### src/rtl/core/spli_ram.sv
// ----------------------------------------------------------------------------
// spli_ram
// Generic simple dual-port RAM: one write port, one read port, registered read.
// ----------------------------------------------------------------------------
module spli_ram #(
  parameter int unsigned Width = 8,
  parameter int unsigned Depth = 16,
  localparam int unsigned AddrW = (Depth > 1) ? $clog2(Depth) : 1
) (
  input  logic             clk_i,
  input  logic             we_i,
  input  logic [AddrW-1:0] waddr_i,
  input  logic [Width-1:0] wdata_i,
  input  logic [AddrW-1:0] raddr_i,
  output logic [Width-1:0] rdata_o
);

  logic [Width-1:0] mem_q [Depth];

  always_ff @(posedge clk_i) begin
    if (we_i) begin
      mem_q[waddr_i] <= wdata_i;
    end
    rdata_o <= mem_q[raddr_i];
  end

endmodule

### config.mk
export PLATFORM = sky130hd
export DESIGN_NAME = spli_ram
export DESIGN_NICKNAME = d
export VERILOG_FILES = /design/src/rtl/core/spli_ram.sv
export SDC_FILE = /design/constraint.sdc
export NUM_CORES = 1
export LEC_CHECK = 0
export BUFFER_PORTS_ARGS = -buffer_cell sky130_fd_sc_hd__buf_4
export CAP_MARGIN = 20
export CELL_PAD_IN_SITES_DETAIL_PLACEMENT = 0
export CELL_PAD_IN_SITES_GLOBAL_PLACEMENT = 2
export CORE_MARGIN = 8
export CORE_UTILIZATION = 40
export CTS_CLUSTER_DIAMETER = 120
export DETAILED_ROUTE_END_ITERATION = 16
export PLACE_DENSITY = 0.76
export SKIP_CTS_REPAIR_TIMING = 1
export SLEW_MARGIN = 10
export SYNTH_ARGS = -nofsm -noshare
export SYNTH_HDL_FRONTEND = slang
export SYNTH_SLANG_ARGS = --single-unit
### constraint.sdc
create_clock -name clk_i -period 3.05 [get_ports clk_i]
set_input_delay 0.305 -clock clk_i [delete_from_list [all_inputs] [get_ports clk_i]]
set_output_delay 0.305 -clock clk_i [all_outputs]
set_load 0.05 [all_outputs]
==> flow_summary.toml, run 1 <==
[run_status]
status = "completed"

[yosys]
synth_fp_nets = 247
synth_xor_area_share_pct = 0
synthCells = 229
synth_cell_types = 19
synthTopCellsByArea = "edfxtp_1, mux4_2, mux4_1, dfxtp_1, a22oi_1"
synth.top_cell.area_share_pct = 74.7
synthSimpleGateAreaFrac_pct = 3.18
avgSynthCellArea_um2 = 22.5
synth_area_leader_cell = "edfxtp_1"
synth_fa_ha_area_share_pct = 0
synth_top_family_by_area = "multiplexers"
yosysWarnings = 0
ys_ff_latch = 136
synthesis.area_mm2 = 0.00515
ys_seq_area_share_pct = 77.8
synthMuxAreaShare_pct = 15.0
synth_compound_area_share_pct = 2.33

[critical_path]
crit_type = "in -> reg"
arrival_ns = 1.84
startpoint = "raddr_i[0]"
crit_path_end_kind = "flop"
slowest_stage = "mux4_1"
crit_chain = "buf_4 -> mux4_1 -> a22oi_1 -> nand2_1"
crit_path_max_fanout = 32
cp.required_ns = 3.34
reg2reg_from = "mem_q[1][2]"
cp-start-kind = "input port"
critPathMaxStageDelay_ns = 0.63

[global_route]
grt_max_degree = 33
overflow = 0
antenna_found_initial = 0
grtUsageTotal_pct = 12.9
grt_pass1_vias = 2483
grt_pass1_wl_mm = 15.2

[route]
num_vias = 2350
viasPerCell = 5.20
first_pass_iters = 5
drc = 0
first_iter_violations = 190
ant_nets = 0
wl_per_cell_um = 21.7
finalWirelength_mm = 9.83

[timing]
setup_violations = 0
fin_skew_ns = 0.0130
whs_ns = 0.204
layout_worst_path_cycle_share_pct = 50.9
tns_ns = 0
finalMaxSlewViolations = 0
fmax_mhz = 644
relSlewSlack_pct = 34.6
period_needed_ns = 1.55
rsz0062_at_grt = "false"
tightest_slew_ns = 0.977
final_hold_viol_count = 0

[power]
total_leakage_power_nw = 2.02
vdd_ir_drop_max_mv = 0.372
power_mw = 4.39
powerDensity_mw_per_mm2 = 720

[finish]
fillers = 1051
antenna_cells = 0
nNetsFinal = 285
regArea_mm2 = 0.00400
drive_gt1_share_pct = 28.2
final_common_cell = "edfxtp_1"
areaGrowthSynthToFinish_pct = 18.4
multiInputGateArea_mm2 = 0.00106
final_cell_mix = "edfxtp_1, buf_4, mux4_2"
fin_util_pct = 48.3

[floorplanning]
ios = 26
fp.dieW_um = 129
chipHeight_um = 129
start_util_pct = 40.8
core_mm2 = 0.0126
dieArea_mm2 = 0.0168
rows = 41

[clocking]
htree_levels = 4
clk_pin_slew_worst_paths_ns = 0.06
cts_tree = "yes"
cts_root_buf = "clkbuf_16"
clock_tree.buffer_depth = 2
numCtsBuffers = 17
cts.sinks = 136
clock_latency_ns = 0.41

[placement]
detailed_place_hpwl_mm = 6.00
routabilityCongestion = 0.709
io_buffers = 25

[flow_run]
drv_cap = 0

[worst_hold_path]
min_from = "wdata_i[2]"
min_path_type = "in -> reg"
-- critical path, delay by kind of cell --
family	cells	cell delay, ns
and+or+nand+nor	1	0.12
muxes	1	0.63
buffers and inverters	1	0.48
AOI/OAI and AO/OA	1	0.28
-- final timing paths --
check / slack, ns / cells after the start / end
setup reg to reg: 1.67 / 3 / rdata_o[2]
hold reg to reg: 0.66 / 3 / rdata_o[5]
hold / removal: 0.20 / 1 / mem_q[7][2]
setup / recovery: 1.50 / 4 / rdata_o[2]
-- registers in the layout (all words and copies together), names as in the netlist --
name	cells
rdata_o	8
mem_q	128
-- layer usage --
metal  global-route usage, %  up-vias  part of all wire [%]
li1                        -     1052                     -
met1                    16.6     1231                    45
met2                    20.4       55                    50
met3                    2.59       12                   3.5
met4                    6.56        0                   1.9
met5                       0        -                     0
-- logic make-up after synthesis --
kind of cell | count (synthesis)
AOI/OAI and AO/OA | 16
DFF | 136
and+or+nand+nor | 35
muxes | 32
buffers and inverters | 10
-- layout make-up --
| class | instances | share of cell area (%) |
|---|---|---|
| well taps | 172 | 3.53 |
| repair buffers | 29 | 3.57 |
| clock buffers | 17 | 6.98 |
| multi-input cells | 83 | 17.3 |
| flip-flops and latches | 136 | 65.7 |
| clock inverters | 15 | 2.91 |
-- through the flow --
step                      worst slack [ns]  instances  area [µm²]
final                                 1.50        452        6100
after global routing                  1.36        452        6100
after CTS                             1.47        452        6100
after detailed placement              1.04        420        5490
after global placement                1.03        420        5490
after floorplan                       1.25        229        5150
-- report_power, final --
group	internal (mW)	switching, mW	leakage [nW]	total (mW)
registers	2.09	0.0119	1.22	2.10
clock network	1.28	0.763	0.283	2.05
logic	0.0889	0.149	0.512	0.238
-- synth_stat cells (all sizes together) --
cell type      instances
a22oi                 16
and2                   1
and2b                  1
buf                    7
clkdlybuf4s25          3
dfxtp                  8
edfxtp               128
mux4                  32
nand2                  9
nand2b                 2
nand3                  1
nand3b                 2
nor2                  13
nor2b                  1
nor3                   4
or3b                   1
(Power assumes the default switching activity.)
==> run 2, diff against run 1 <==
--- a/config.mk
+++ b/config.mk
@@ -13,7 +13,7 @@
 export CORE_UTILIZATION = 40
 export CTS_CLUSTER_DIAMETER = 120
 export DETAILED_ROUTE_END_ITERATION = 16
-export PLACE_DENSITY = 0.76
+export PLACE_DENSITY = 0.79
 export SKIP_CTS_REPAIR_TIMING = 1
 export SLEW_MARGIN = 10
 export SYNTH_ARGS = -nofsm -noshare
==> constraint.sdc (replaced) <==
create_clock -name clk_i -period 1.4 [get_ports clk_i]
set_input_delay 0.14 -clock clk_i [delete_from_list [all_inputs] [get_ports clk_i]]
set_output_delay 0.14 -clock clk_i [all_outputs]
set_load 0.05 [all_outputs]
==> run 2 against run 1 <==
Sequential share of layout area fell by 2.8 points. Routed wire length rose by 0.47%. First-iteration DRC count fell by 4.7%. Critical path depth fell by 1. Clock skew fell by 0.0086 ns. Clock-buffer cell count rose by 2. Power rose by 120%.
==> flow_summary.toml, run 2 (synthesis results as in run 1) <==
[flow_run]
drv_cap = 0

[placement]
detailed_place_hpwl_mm = 6.58
placed_cells = 446
io_buffers = 25
routabilityCongestion = 0.753

[timing]
setup_violations = 0
final_hold_viol_count = 0
finalMaxSlewViolations = 0
period_needed_ns = 1.31
layout_worst_path_cycle_share_pct = 93.4
rsz0062_at_grt = "false"
fin_skew_ns = 0.00442
relSlewSlack_pct = 45.7
whs_ns = 0.0336
tightest_slew_ns = 0.813
fmax_mhz = 765

[finish]
largestRegisters = "mem_q: 128 flops, rdata_o: 8 flops"
areaGrowthSynthToFinish_pct = 23.7
finalNonFillerCells = 478
nNetsFinal = 311
drive_gt1_share_pct = 33.3
antenna_cells = 0
final_cell_mix = "edfxtp_1, buf_4, mux4_2"
largest_reg_flops = 128
fillers = 1028
regMostFlops = "mem_q"
fin_util_pct = 50.5
final_common_cell = "edfxtp_1"

[floorplanning]
fp.dieW_um = 129
start_util_pct = 40.8
ios = 26
dieArea_mm2 = 0.0168
chipHeight_um = 129
rows = 41
core_mm2 = 0.0126

[route]
finalWirelength_mm = 9.88
ant_nets = 0
first_iter_violations = 181
viasPerCell = 4.99
drc = 0
num_vias = 2387
wl_per_cell_um = 20.7
first_pass_iters = 5

[power]
switching_share_pct = 20.0
pwr-share-clk_pct = 46.8
powerDensity_mw_per_mm2 = 1520
vdd_ir_drop_max_mv = 0.784
total_leakage_power_nw = 2.18
p_comb_share_pct = 5.9
p_sw_mw = 1.93
p_int_mw = 7.76
seq_power_share_pct = 47.3

[clocking]
cts_root_buf = "clkbuf_16"
cts.sinks = 136
clk_pin_slew_worst_paths_ns = 0.06
clock_tree.buffer_depth = 2
htree_levels = 4
cts_tree = "yes"
numCtsBuffers = 17
clock_latency_ns = 0.41

[critical_path]
cp-start-kind = "flop"
crit_type = "reg -> reg"
crit_path_max_fanout = 1
arrival_ns = 1.61
crit_path_end_kind = "flop"
cp.required_ns = 1.70

[global_route]
grt_max_degree = 17
grtUsageTotal_pct = 12.9
grt_pass1_vias = 2541
overflow = 0
antenna_found_initial = 0
grt_pass1_wl_mm = 15.0

[run_status]
status = "completed"

[worst_hold_path]
min_path_type = "in -> reg"
## run 2: cell types whose count changed in the layout (fill, tap and decap cells not counted)
cell,delta
buf_4,+21
buf_12,+5
clkbuf_1,+2
clkinv_1,+2
clkinv_4,-2
clkinvlp_4,-2
bufinv_16,+1
clkinv_2,-1
nor3_1,-1
nor3_2,+1
## run 2: worst max-delay path, stage by stage (launching register included)
cell and delay (ns):
edfxtp_1 0.36, mux4_1 0.55, a22oi_1 0.21, nand2_1 0.08
## run 2: worst paths after layout
check / start / endpoint / slack [ns] / cells past startpoint
max: mem_q[4][1] / rdata_o[1] / 0.09 / 3
min: wdata_i[3] / mem_q[3][3] / 0.03 / 1
max reg2reg: mem_q[4][1] / rdata_o[1] / 0.09 / 3
min reg2reg: mem_q[12][5] / rdata_o[5] / 0.67 / 3
## run 2: power groups by stage
stage | registers, mW | logic (mW) | clock network, mW
final | 4.58 | 0.572 | 4.54
after global routing | 4.59 | 0.613 | 4.73
after CTS | 4.58 | 0.581 | 4.60
after detailed placement | 4.66 | 0.580 | 0
after global placement | 4.66 | 0.569 | 0
after floorplan | 4.75 | 0.231 | 0
## run 2: layout make-up
cell class                 count  area [µm²]  share of cell area, %
multi-input combinational     83        1060                   16.7
timing repair buffer          55         475                   7.47
tap                          172         215                   3.38
clock buffer                  19         433                   6.80
clock inverter                13         178                   2.79
sequential                   136        4000                   62.9
## run 2: per-stage QoR
stage	setup slack (ns)	total power, mW	setup TNS [ns]	cell area [µm²]
after floorplan	-0.00615	4.98	-0.147	5150
after global placement	-0.111	5.23	-0.677	5760
after detailed placement	-0.0992	5.24	-0.615	5760
after CTS	0.0929	9.76	0	6370
after global routing	0.0319	9.93	0	6370
final	0.0926	9.69	0	6370
## run 2: routing by layer
metal / track usage [%] / vias up / routed length [µm]
met5: 0 / - / 0
met4: 4.71 / 0 / 130
met3: 4.68 / 8 / 498
met2: 20.7 / 66 / 5000
met1: 15.8 / 1211 / 4240
li1: - / 1102 / -
