--- src/rtl/core/spli_pkg.sv ---
// ----------------------------------------------------------------------------
// spli_pkg
// Shared constants, codes and types of the sparse pattern locate/insert block.
// ----------------------------------------------------------------------------
package spli_pkg;

  localparam int unsigned MaxRows    = 256;
  localparam int unsigned MaxCols    = 256;
  localparam int unsigned MaxEntries = 4096;

  // Field and register widths.
  localparam int unsigned DimW = 9;   // num_rows / num_cols registers
  localparam int unsigned IdxW = 9;   // signed request indices
  localparam int unsigned PosW = 12;  // result position
  localparam int unsigned StsW = 2;   // result status
  localparam int unsigned RowW = 8;   // wrapped row number
  localparam int unsigned ColW = 8;   // wrapped column number / column store word
  localparam int unsigned CntW = 13;  // entry count and row start pointers

  // Column store and row start memories.
  localparam int unsigned ColDepth = MaxEntries;
  localparam int unsigned ColAddrW = $clog2(ColDepth);
  localparam int unsigned RsDepth  = MaxRows + 1;
  localparam int unsigned RsAddrW  = $clog2(RsDepth);

  // Configuration port.
  localparam int unsigned CfgIdxW = 2;
  localparam logic [CfgIdxW-1:0] RegNumRows = CfgIdxW'(0);
  localparam logic [CfgIdxW-1:0] RegNumCols = CfgIdxW'(1);

  typedef enum logic [StsW-1:0] {
    StsFound    = 2'd0,
    StsInserted = 2'd1,
    StsRange    = 2'd2,
    StsFull     = 2'd3
  } status_e;

  typedef struct packed {
    logic                we;
    logic [ColAddrW-1:0] waddr;
    logic [ColW-1:0]     wdata;
    logic [ColAddrW-1:0] raddr;
  } col_ram_req_t;

  typedef struct packed {
    logic               we;
    logic [RsAddrW-1:0] waddr;
    logic [CntW-1:0]    wdata;
    logic [RsAddrW-1:0] raddr;
  } rs_ram_req_t;

endpackage

--- src/rtl/core/spli_if.sv ---
// ----------------------------------------------------------------------------
// spli_req_if / spli_rsp_if
// Valid/ready channels carrying request and result beats.
// ----------------------------------------------------------------------------
interface spli_req_if;
  logic                               valid;
  logic                               ready;
  logic signed [spli_pkg::IdxW-1:0]   row_index;
  logic signed [spli_pkg::IdxW-1:0]   col_index;

  modport source (output valid, output row_index, output col_index, input ready);
  modport sink   (input valid, input row_index, input col_index, output ready);
endinterface

interface spli_rsp_if;
  logic                       valid;
  logic                       ready;
  logic [spli_pkg::PosW-1:0]  position;
  logic [spli_pkg::StsW-1:0]  status;

  modport source (output valid, output position, output status, input ready);
  modport sink   (input valid, input position, input status, output ready);
endinterface

--- src/rtl/core/spli_ctrl.sv ---
// ----------------------------------------------------------------------------
// spli_ctrl
// Sequencer: index wrapping, row search, column shift and row start update.
// ----------------------------------------------------------------------------
module spli_ctrl (
  input  logic                          clk_i,
  input  logic                          rst_ni,
  spli_req_if.sink                      req_i,
  spli_rsp_if.source                    rsp_o,
  input  logic                          cfg_we_i,
  input  logic [spli_pkg::CfgIdxW-1:0]  cfg_idx_i,
  input  logic [spli_pkg::DimW-1:0]     cfg_data_i,
  output spli_pkg::col_ram_req_t        col_req_o,
  input  logic [spli_pkg::ColW-1:0]     col_rdata_i,
  output spli_pkg::rs_ram_req_t         rs_req_o,
  input  logic [spli_pkg::CntW-1:0]     rs_rdata_i
);

  localparam int unsigned DimW = spli_pkg::DimW;
  localparam int unsigned CntW = spli_pkg::CntW;
  localparam int unsigned CAW  = spli_pkg::ColAddrW;
  localparam int unsigned RAW  = spli_pkg::RsAddrW;
  localparam int unsigned PosW = spli_pkg::PosW;

  localparam logic [3:0] SClear = 4'd0;
  localparam logic [3:0] SIdle  = 4'd1;
  localparam logic [3:0] SLook  = 4'd2;
  localparam logic [3:0] SRs0   = 4'd3;
  localparam logic [3:0] SRs1   = 4'd4;
  localparam logic [3:0] SScan  = 4'd5;
  localparam logic [3:0] SShift = 4'd6;
  localparam logic [3:0] SLast  = 4'd7;
  localparam logic [3:0] SIns   = 4'd8;
  localparam logic [3:0] SRinc  = 4'd9;
  localparam logic [3:0] SDone  = 4'd10;

  function automatic logic [DimW-1:0] clamp_dim(input logic [DimW-1:0] v,
                                                 input logic [DimW-1:0] maxv);
    logic [DimW-1:0] u;
    u = v;
    if (u == '0) u = DimW'(1);
    if (u > maxv) u = maxv;
    return u;
  endfunction

  logic [3:0]             state_q, state_d;
  logic [DimW-1:0]        num_rows_q, num_rows_d;
  logic [DimW-1:0]        num_cols_q, num_cols_d;
  logic [CntW-1:0]        entry_count_q, entry_count_d;
  logic [RAW-1:0]         clr_q, clr_d;
  logic                   pend_q, pend_d;
  logic                   out_vld_q, out_vld_d;

  logic [spli_pkg::RowW-1:0] row_q, row_d;
  logic [spli_pkg::ColW-1:0] col_q, col_d;
  logic                      bad_q, bad_d;
  logic [CntW-1:0]           k_q, k_d;
  logic [CntW-1:0]           end_q, end_d;
  logic [CAW-1:0]            p_q, p_d;
  logic [CAW-1:0]            wa_q, wa_d;
  logic [RAW-1:0]            m_q, m_d;
  logic [PosW-1:0]           res_pos_q, res_pos_d;
  spli_pkg::status_e         res_sts_q, res_sts_d;
  logic [PosW-1:0]           out_pos_q, out_pos_d;
  spli_pkg::status_e         out_sts_q, out_sts_d;

  logic [DimW:0]   r_wrap, c_wrap;
  logic            r_ok, c_ok;
  logic [17:0]     dim_prod;
  logic [17:0]     dense_pos;
  logic            accept, out_load;

  // Wrap negative indices by adding the dimension; the sum stays in 10-bit signed range.
  always_comb begin
    r_wrap = {req_i.row_index[DimW-1], req_i.row_index}
           + (req_i.row_index[DimW-1] ? {1'b0, num_rows_q} : '0);
    c_wrap = {req_i.col_index[DimW-1], req_i.col_index}
           + (req_i.col_index[DimW-1] ? {1'b0, num_cols_q} : '0);
    r_ok   = !r_wrap[DimW] && (r_wrap[DimW-1:0] < num_rows_q);
    c_ok   = !c_wrap[DimW] && (c_wrap[DimW-1:0] < num_cols_q);
  end

  assign dim_prod  = num_rows_q * num_cols_q;
  assign dense_pos = {10'd0, col_q} + 18'(row_q * num_cols_q);

  assign req_i.ready    = (state_q == SIdle);
  assign accept         = req_i.valid && req_i.ready;
  assign rsp_o.valid    = out_vld_q;
  assign rsp_o.position = out_pos_q;
  assign rsp_o.status   = out_sts_q;

  always_comb begin
    state_d       = state_q;
    num_rows_d    = num_rows_q;
    num_cols_d    = num_cols_q;
    entry_count_d = entry_count_q;
    clr_d         = clr_q;
    pend_d        = pend_q;
    row_d         = row_q;
    col_d         = col_q;
    bad_d         = bad_q;
    k_d           = k_q;
    end_d         = end_q;
    p_d           = p_q;
    wa_d          = wa_q;
    m_d           = m_q;
    res_pos_d     = res_pos_q;
    res_sts_d     = res_sts_q;
    out_pos_d     = out_pos_q;
    out_sts_d     = out_sts_q;
    out_load      = 1'b0;
    col_req_o     = '0;
    rs_req_o      = '0;

    // Dimensions can only change while the pattern is empty.
    if (cfg_we_i && (entry_count_q == '0)) begin
      unique case (cfg_idx_i)
        spli_pkg::RegNumRows: num_rows_d = clamp_dim(cfg_data_i, DimW'(spli_pkg::MaxRows));
        spli_pkg::RegNumCols: num_cols_d = clamp_dim(cfg_data_i, DimW'(spli_pkg::MaxCols));
        default: ;
      endcase
    end

    unique case (state_q)
      SClear: begin
        rs_req_o.we    = 1'b1;
        rs_req_o.waddr = clr_q;
        rs_req_o.wdata = '0;
        if (clr_q == RAW'(spli_pkg::RsDepth - 1)) begin
          state_d = SIdle;
        end else begin
          clr_d = clr_q + 1'b1;
        end
      end
      SIdle: begin
        if (accept) begin
          row_d   = r_wrap[spli_pkg::RowW-1:0];
          col_d   = c_wrap[spli_pkg::ColW-1:0];
          bad_d   = !(r_ok && c_ok);
          state_d = SLook;
        end
      end
      SLook: begin
        if (bad_q) begin
          res_pos_d = '0;
          res_sts_d = spli_pkg::StsRange;
          state_d   = SDone;
        end else if (dim_prod == {5'd0, entry_count_q}) begin
          res_pos_d = dense_pos[PosW-1:0];
          res_sts_d = spli_pkg::StsFound;
          state_d   = SDone;
        end else begin
          rs_req_o.raddr = {1'b0, row_q};
          state_d        = SRs0;
        end
      end
      SRs0: begin
        k_d            = rs_rdata_i;
        rs_req_o.raddr = {1'b0, row_q} + 1'b1;
        state_d        = SRs1;
      end
      SRs1: begin
        end_d           = (rs_rdata_i < entry_count_q) ? rs_rdata_i : entry_count_q;
        col_req_o.raddr = k_q[CAW-1:0];
        state_d         = SScan;
      end
      SScan: begin
        // The read for the next entry is issued while this one is compared.
        col_req_o.raddr = k_q[CAW-1:0] + 1'b1;
        if (k_q < end_q && col_rdata_i == col_q) begin
          res_pos_d = k_q[PosW-1:0];
          res_sts_d = spli_pkg::StsFound;
          state_d   = SDone;
        end else if (k_q < end_q && col_rdata_i < col_q) begin
          k_d = k_q + 1'b1;
        end else if (entry_count_q >= CntW'(spli_pkg::MaxEntries)) begin
          res_pos_d = '0;
          res_sts_d = spli_pkg::StsFull;
          state_d   = SDone;
        end else if (entry_count_q == k_q) begin
          state_d = SIns;
        end else begin
          p_d     = CAW'(entry_count_q - 1'b1);
          pend_d  = 1'b0;
          state_d = SShift;
        end
      end
      SShift: begin
        // Read entry p while the entry read at p + 1 is written one place up, at p + 2.
        col_req_o.raddr = p_q;
        col_req_o.we    = pend_q;
        col_req_o.waddr = wa_q;
        col_req_o.wdata = col_rdata_i;
        wa_d            = p_q + 1'b1;
        pend_d          = 1'b1;
        if (p_q == k_q[CAW-1:0]) begin
          state_d = SLast;
        end else begin
          p_d = p_q - 1'b1;
        end
      end
      SLast: begin
        col_req_o.we    = 1'b1;
        col_req_o.waddr = wa_q;
        col_req_o.wdata = col_rdata_i;
        state_d         = SIns;
      end
      SIns: begin
        col_req_o.we    = 1'b1;
        col_req_o.waddr = k_q[CAW-1:0];
        col_req_o.wdata = col_q;
        entry_count_d   = entry_count_q + 1'b1;
        rs_req_o.raddr  = {1'b0, row_q} + 1'b1;
        m_d             = {1'b0, row_q} + 1'b1;
        state_d         = SRinc;
      end
      SRinc: begin
        rs_req_o.we    = 1'b1;
        rs_req_o.waddr = m_q;
        rs_req_o.wdata = CntW'(rs_rdata_i + 1'b1);
        if (m_q == num_rows_q) begin
          res_pos_d = k_q[PosW-1:0];
          res_sts_d = spli_pkg::StsInserted;
          state_d   = SDone;
        end else begin
          rs_req_o.raddr = m_q + 1'b1;
          m_d            = m_q + 1'b1;
        end
      end
      SDone: begin
        if (!out_vld_q || rsp_o.ready) begin
          out_load  = 1'b1;
          out_pos_d = res_pos_q;
          out_sts_d = res_sts_q;
          state_d   = SIdle;
        end
      end
      default: state_d = SClear;
    endcase

    out_vld_d = out_load || (out_vld_q && !rsp_o.ready);
  end

  always_ff @(posedge clk_i or negedge rst_ni) begin
    if (!rst_ni) begin
      state_q       <= SClear;
      num_rows_q    <= DimW'(1);
      num_cols_q    <= DimW'(1);
      entry_count_q <= '0;
      clr_q         <= '0;
      pend_q        <= 1'b0;
      out_vld_q     <= 1'b0;
    end else begin
      state_q       <= state_d;
      num_rows_q    <= num_rows_d;
      num_cols_q    <= num_cols_d;
      entry_count_q <= entry_count_d;
      clr_q         <= clr_d;
      pend_q        <= pend_d;
      out_vld_q     <= out_vld_d;
    end
  end

  always_ff @(posedge clk_i) begin
    row_q     <= row_d;
    col_q     <= col_d;
    bad_q     <= bad_d;
    k_q       <= k_d;
    end_q     <= end_d;
    p_q       <= p_d;
    wa_q      <= wa_d;
    m_q       <= m_d;
    res_pos_q <= res_pos_d;
    res_sts_q <= res_sts_d;
    out_pos_q <= out_pos_d;
    out_sts_q <= out_sts_d;
  end

endmodule

--- src/flat_wrapper.sv ---
// flat-port wrapper written by rule: the top's interface ports become plain ports
module spli_ctrl_flat 
  (clk_i, rst_ni, cfg_we_i, cfg_idx_i, cfg_data_i, col_req_o, col_rdata_i, rs_req_o, rs_rdata_i, req_i_valid, req_i_row_index, req_i_col_index, req_i_ready, rsp_o_valid, rsp_o_position, rsp_o_status, rsp_o_ready);
  spli_req_if req_i_i ();
  spli_rsp_if rsp_o_i ();
  input  logic clk_i;
  input  logic rst_ni;
  input  logic cfg_we_i;
  input  logic [spli_pkg::CfgIdxW-1:0] cfg_idx_i;
  input  logic [spli_pkg::DimW-1:0] cfg_data_i;
  output spli_pkg::col_ram_req_t col_req_o;
  input  logic [spli_pkg::ColW-1:0] col_rdata_i;
  output spli_pkg::rs_ram_req_t rs_req_o;
  input  logic [spli_pkg::CntW-1:0] rs_rdata_i;
  input wire logic [$bits(req_i_i.valid)-1:0] req_i_valid;
  input wire logic [$bits(req_i_i.row_index)-1:0] req_i_row_index;
  input wire logic [$bits(req_i_i.col_index)-1:0] req_i_col_index;
  output wire logic [$bits(req_i_i.ready)-1:0] req_i_ready;
  output wire logic [$bits(rsp_o_i.valid)-1:0] rsp_o_valid;
  output wire logic [$bits(rsp_o_i.position)-1:0] rsp_o_position;
  output wire logic [$bits(rsp_o_i.status)-1:0] rsp_o_status;
  input wire logic [$bits(rsp_o_i.ready)-1:0] rsp_o_ready;
  assign req_i_i.valid = req_i_valid;
  assign req_i_i.row_index = req_i_row_index;
  assign req_i_i.col_index = req_i_col_index;
  assign req_i_ready = req_i_i.ready;
  assign rsp_o_valid = rsp_o_i.valid;
  assign rsp_o_position = rsp_o_i.position;
  assign rsp_o_status = rsp_o_i.status;
  assign rsp_o_i.ready = rsp_o_ready;
  spli_ctrl u_core (.clk_i(clk_i), .rst_ni(rst_ni), .req_i(req_i_i), .rsp_o(rsp_o_i), .cfg_we_i(cfg_we_i), .cfg_idx_i(cfg_idx_i), .cfg_data_i(cfg_data_i), .col_req_o(col_req_o), .col_rdata_i(col_rdata_i), .rs_req_o(rs_req_o), .rs_rdata_i(rs_rdata_i));
endmodule
--- config.mk ---
export PLATFORM = sky130hd
export DESIGN_NAME = spli_ctrl_flat
export DESIGN_NICKNAME = d
export VERILOG_FILES = /design/src/rtl/core/spli_pkg.sv /design/src/rtl/core/spli_if.sv /design/src/rtl/core/spli_ctrl.sv /design/src/flat_wrapper.sv
export SDC_FILE = /design/constraint.sdc
export NUM_CORES = 1
export LEC_CHECK = 0
export ABC_CLOCK_PERIOD_IN_PS = 8490
export BUFFER_PORTS_ARGS = -buffer_cell sky130_fd_sc_hd__buf_2
export CAP_MARGIN = 15
export CORE_MARGIN = 3
export CORE_UTILIZATION = 30
export DETAILED_ROUTE_END_ITERATION = 12
export PLACE_DENSITY = 0.53
export SLEW_MARGIN = 10
export SYNTH_ARGS = -nofsm -noshare
export SYNTH_HDL_FRONTEND = slang
export SYNTH_SLANG_ARGS = --single-unit
--- constraint.sdc ---
create_clock -name clk_i -period 8.49 [get_ports clk_i]
set_input_delay 1.2735 -clock clk_i [delete_from_list [all_inputs] [get_ports clk_i]]
set_output_delay 1.2735 -clock clk_i [all_outputs]
set_load 0.05 [all_outputs]
==> impl_metrics.ini <==
[floorplanning]
coreArea_um2 = 49100
die_h_um = 229
ioPinCount = 136
dieArea_um2 = 52500
start_util_pct = 30.4
rows = 81
die_w_um = 229

[final_layout]
syn_to_final_growth_pct = 12.6
finish.utilization_pct = 34.3
layout-drive-gt1-share_pct = 13.0
multi_input_area_um2 = 9690
layout.nets = 1972
nFillCells = 5105
n_antenna_cell = 0
regArea_um2 = 4280

[run_status]
status = completed

[synthesis]
ys_ff_latch = 150
yosysMostFrequentCell = nand2_1
netlist_top_cells_area = edfxtp_1 (21%), fa_1 (13%), ha_1 (11%)
ys_seq_area_share_pct = 28.6
synth_cells = 1618
syn_avg_cell_area_um2 = 9.23
synth_edf_count = 104
synthesis.area_um2 = 14900
synth_cell_types = 68
synth_top_area_share_pct = 20.9
synth_nets = 1901
yosysTopAreaCell = edfxtp_1
yosys_most_used_dff = edfxtp_1
synth_warnings = 0
async_flop_share_pct = 30.7
yosys-top-cells-count = nand2_1 (179), inv_1 (166), ha_1 (134)

[global_route]
antenna_found_initial = 1
grt_pass1_vias = 12052
grt_pass1_wl_um = 72300
grt_overflow = 0
grt_usage_pct = 17.9
grt_max_degree = 47

[timing]
clock.fmax_ghz = 0.127
tightest_slew_ps = 1050
setup_viol = 0
finalCritPeriodShare_pct = 92.4
fin_skew_ps = 17.9
hold_viol_final = 0
rsz0062_at_grt = false
fin_crit_ps = 7840
slew-limit-headroom_pct = 29.8
fin_ws_ps = 645
final_max_slew_viol_count = 0
fin_tns_setup_ps = 0

[job]
maxCapViolations = 0

[placed_design]
dp_hpwl_um = 36400
place_congestion = 0.888
pre_cts_ws_ps = 1200
io_buffers = 135

[detailed_routing]
remaining_drc_errors = 0
drt_iter0_drc = 997
wl_met3_um = 2890
vias_per_cell = 5.07
wl_per_cell_um = 19.8
wirelength_um = 46700
met1_length_um = 20700
firstDrtPassIters = 6
ant_nets = 0
vias = 11985
met2WireLength_um = 22000
highest_layer = met4

[clocking]
clock-sinks = 150
cts_made_buffers = 17
cts_buffer_depth = 2
postCtsSetupBuffers = 0
cts_resized = 0
root_buffer = clkbuf_16
htreeDepth = 4
clk-insertion-delay-late_ps = 450
cts_hold_buf = 0
cts_tree = yes
path_clk_slew_ps = 60

[worst_setup_path]
crit_type = flip-flop to primary output
max_stage_delay_ps = 710
worstPathArrival_ps = 6570
start_kind = flip-flop
cp-end-kind = primary output
critPathSlowestCell = dfrtp_1
crit_chain = inv_1, nor2_1, fa_1, ha_1, ha_1, fa_1, ha_1, inv_1, fa_1, nand2b_1, a21oi_1, o311ai_0, and3_1, a211oi_1, nor3_2, nor3_2, a221o_1, buf_2
crit_fanout = 16
cp.required_ps = 7220

[power]
vdd_drop_max_uv = 332
p_per_area_nw_per_um2 = 403
leakage_nw = 7.33

[min_path]
min_path_type = flip-flop to flip-flop
layer usage:
layer,GRT usage [%],vias to the layer above
li1,-,5612
met1,23.9,5901
met2,29.3,415
met3,3.47,57
met4,5.41,0
met5,0,-
logic make-up after synthesis:
| family | Yosys count | synth area share (%) |
|---|---|---|
| XOR/XNOR | 160 | 9.44 |
| buffers and inverters | 262 | 6.67 |
| flip-flops | 150 | 28.6 |
| adder cells (fa/ha/maj) | 228 | 23.8 |
| multiplexers | 44 | 3.14 |
| AND/OR/NAND/NOR | 516 | 16.9 |
| AO/OA/AOI/OAI | 258 | 11.4 |
final cells by class:
class                           instances  share of cell area [%]
Clock buffer                           17                    2.53
Clock inverter                         14                    1.17
Timing Repair Buffer                  146                    4.51
Tap cell                              664                    4.94
Multi-Input combinational cell       1206                    57.7
Sequential cell                       150                    25.4
Inverter                              168                    3.75
final timing paths:
path / slack [ps] / cells after the start / from / endpoint
setup / recovery: 650 / 18 / u_core.num_cols_q[2]$_DFFE_PN0P_ / rs_req_o[5]
hold / removal: 420 / 0 / u_core.res_sts_q[0]$_DFFE_PP_ / u_core.rsp_o.status[0]$_DFFE_PP_
setup reg to reg: 2240 / 18 / u_core.num_cols_q[2]$_DFFE_PN0P_ / u_core.res_sts_q[0]$_DFFE_PP_
hold reg to reg: 420 / 0 / u_core.res_sts_q[0]$_DFFE_PP_ / u_core.rsp_o.status[0]$_DFFE_PP_
max in group asynchronous: 7080 / 2 / rst_ni / u_core.clr_q[3]$_DFFE_PN0P_
min in group asynchronous: 940 / 2 / rst_ni / u_core.num_rows_q[1]$_DFFE_PN0P_
report_power, final:
group	switching, mW	leakage, nW	internal, mW
clock	0.337	0.299	0.494
sequential	0.439	1.56	1.11
combinational	2.65	5.48	1.74
per-stage QoR:
stage               total power, mW  instances  hold WS, ps  instance area (µm²)
finish                         6.77       2365          419                16800
global route                   7.39       2365          429                16800
CTS                            6.78       2365          419                16800
detailed placement             5.91       2334          405                16200
global placement               5.87       2334          405                16200
floorplan                      4.76       1618          400                14900
cell usage in the layout, fill, tap and decap left out, types with 5 or more instances in the layout:
| master | instances |
|---|---|
| nand4_1 | 24 |
| xor2_1 | 61 |
| inv_1 | 166 |
| clkbuf_16 | 17 |
| ha_1 | 134 |
| and2_1 | 55 |
| nand3_1 | 26 |
| xnor2_1 | 98 |
| o21bai_1 | 7 |
| buf_4 | 11 |
| o211ai_1 | 5 |
| a21oi_1 | 67 |
| nor4_1 | 12 |
| o21ai_0 | 68 |
| o21a_1 | 5 |
| mux2i_1 | 21 |
| dfrtp_1 | 44 |
| fa_1 | 94 |
| buf_2 | 135 |
| and3_1 | 22 |
| a22o_1 | 31 |
| nand2b_1 | 13 |
| o22a_1 | 12 |
| nor2b_1 | 23 |
| nor3_1 | 24 |
| a21o_1 | 22 |
| mux2_2 | 23 |
| nand2_1 | 179 |
| edfxtp_1 | 104 |
| nor2_1 | 108 |
critical path: cells and delay by family (launching register included):
| family | cells | cell delay, ps |
|---|---|---|
| buf+inv | 3 | 580 |
| simple gates | 5 | 1330 |
| fa+ha+maj | 6 | 2230 |
| compound gates | 4 | 1270 |
| flops | 1 | 710 |
state kept, by name, indices dropped and copies added (netlist names), 2 cells and up:
name / flops
u_core.end_q: 13
u_core.entry_count_q: 13
u_core.k_q: 13
u_core.p_q: 12
u_core.res_pos_q: 12
u_core.rsp_o.position: 12
u_core.wa_q: 12
u_core.clr_q: 9
u_core.m_q: 9
u_core.num_cols_q: 9
u_core.num_rows_q: 9
u_core.col_q: 8
u_core.row_q: 8
u_core.state_q: 4
u_core.res_sts_q: 2
u_core.rsp_o.status: 2
No activity file was read; power rests on OpenSTA's default activity.
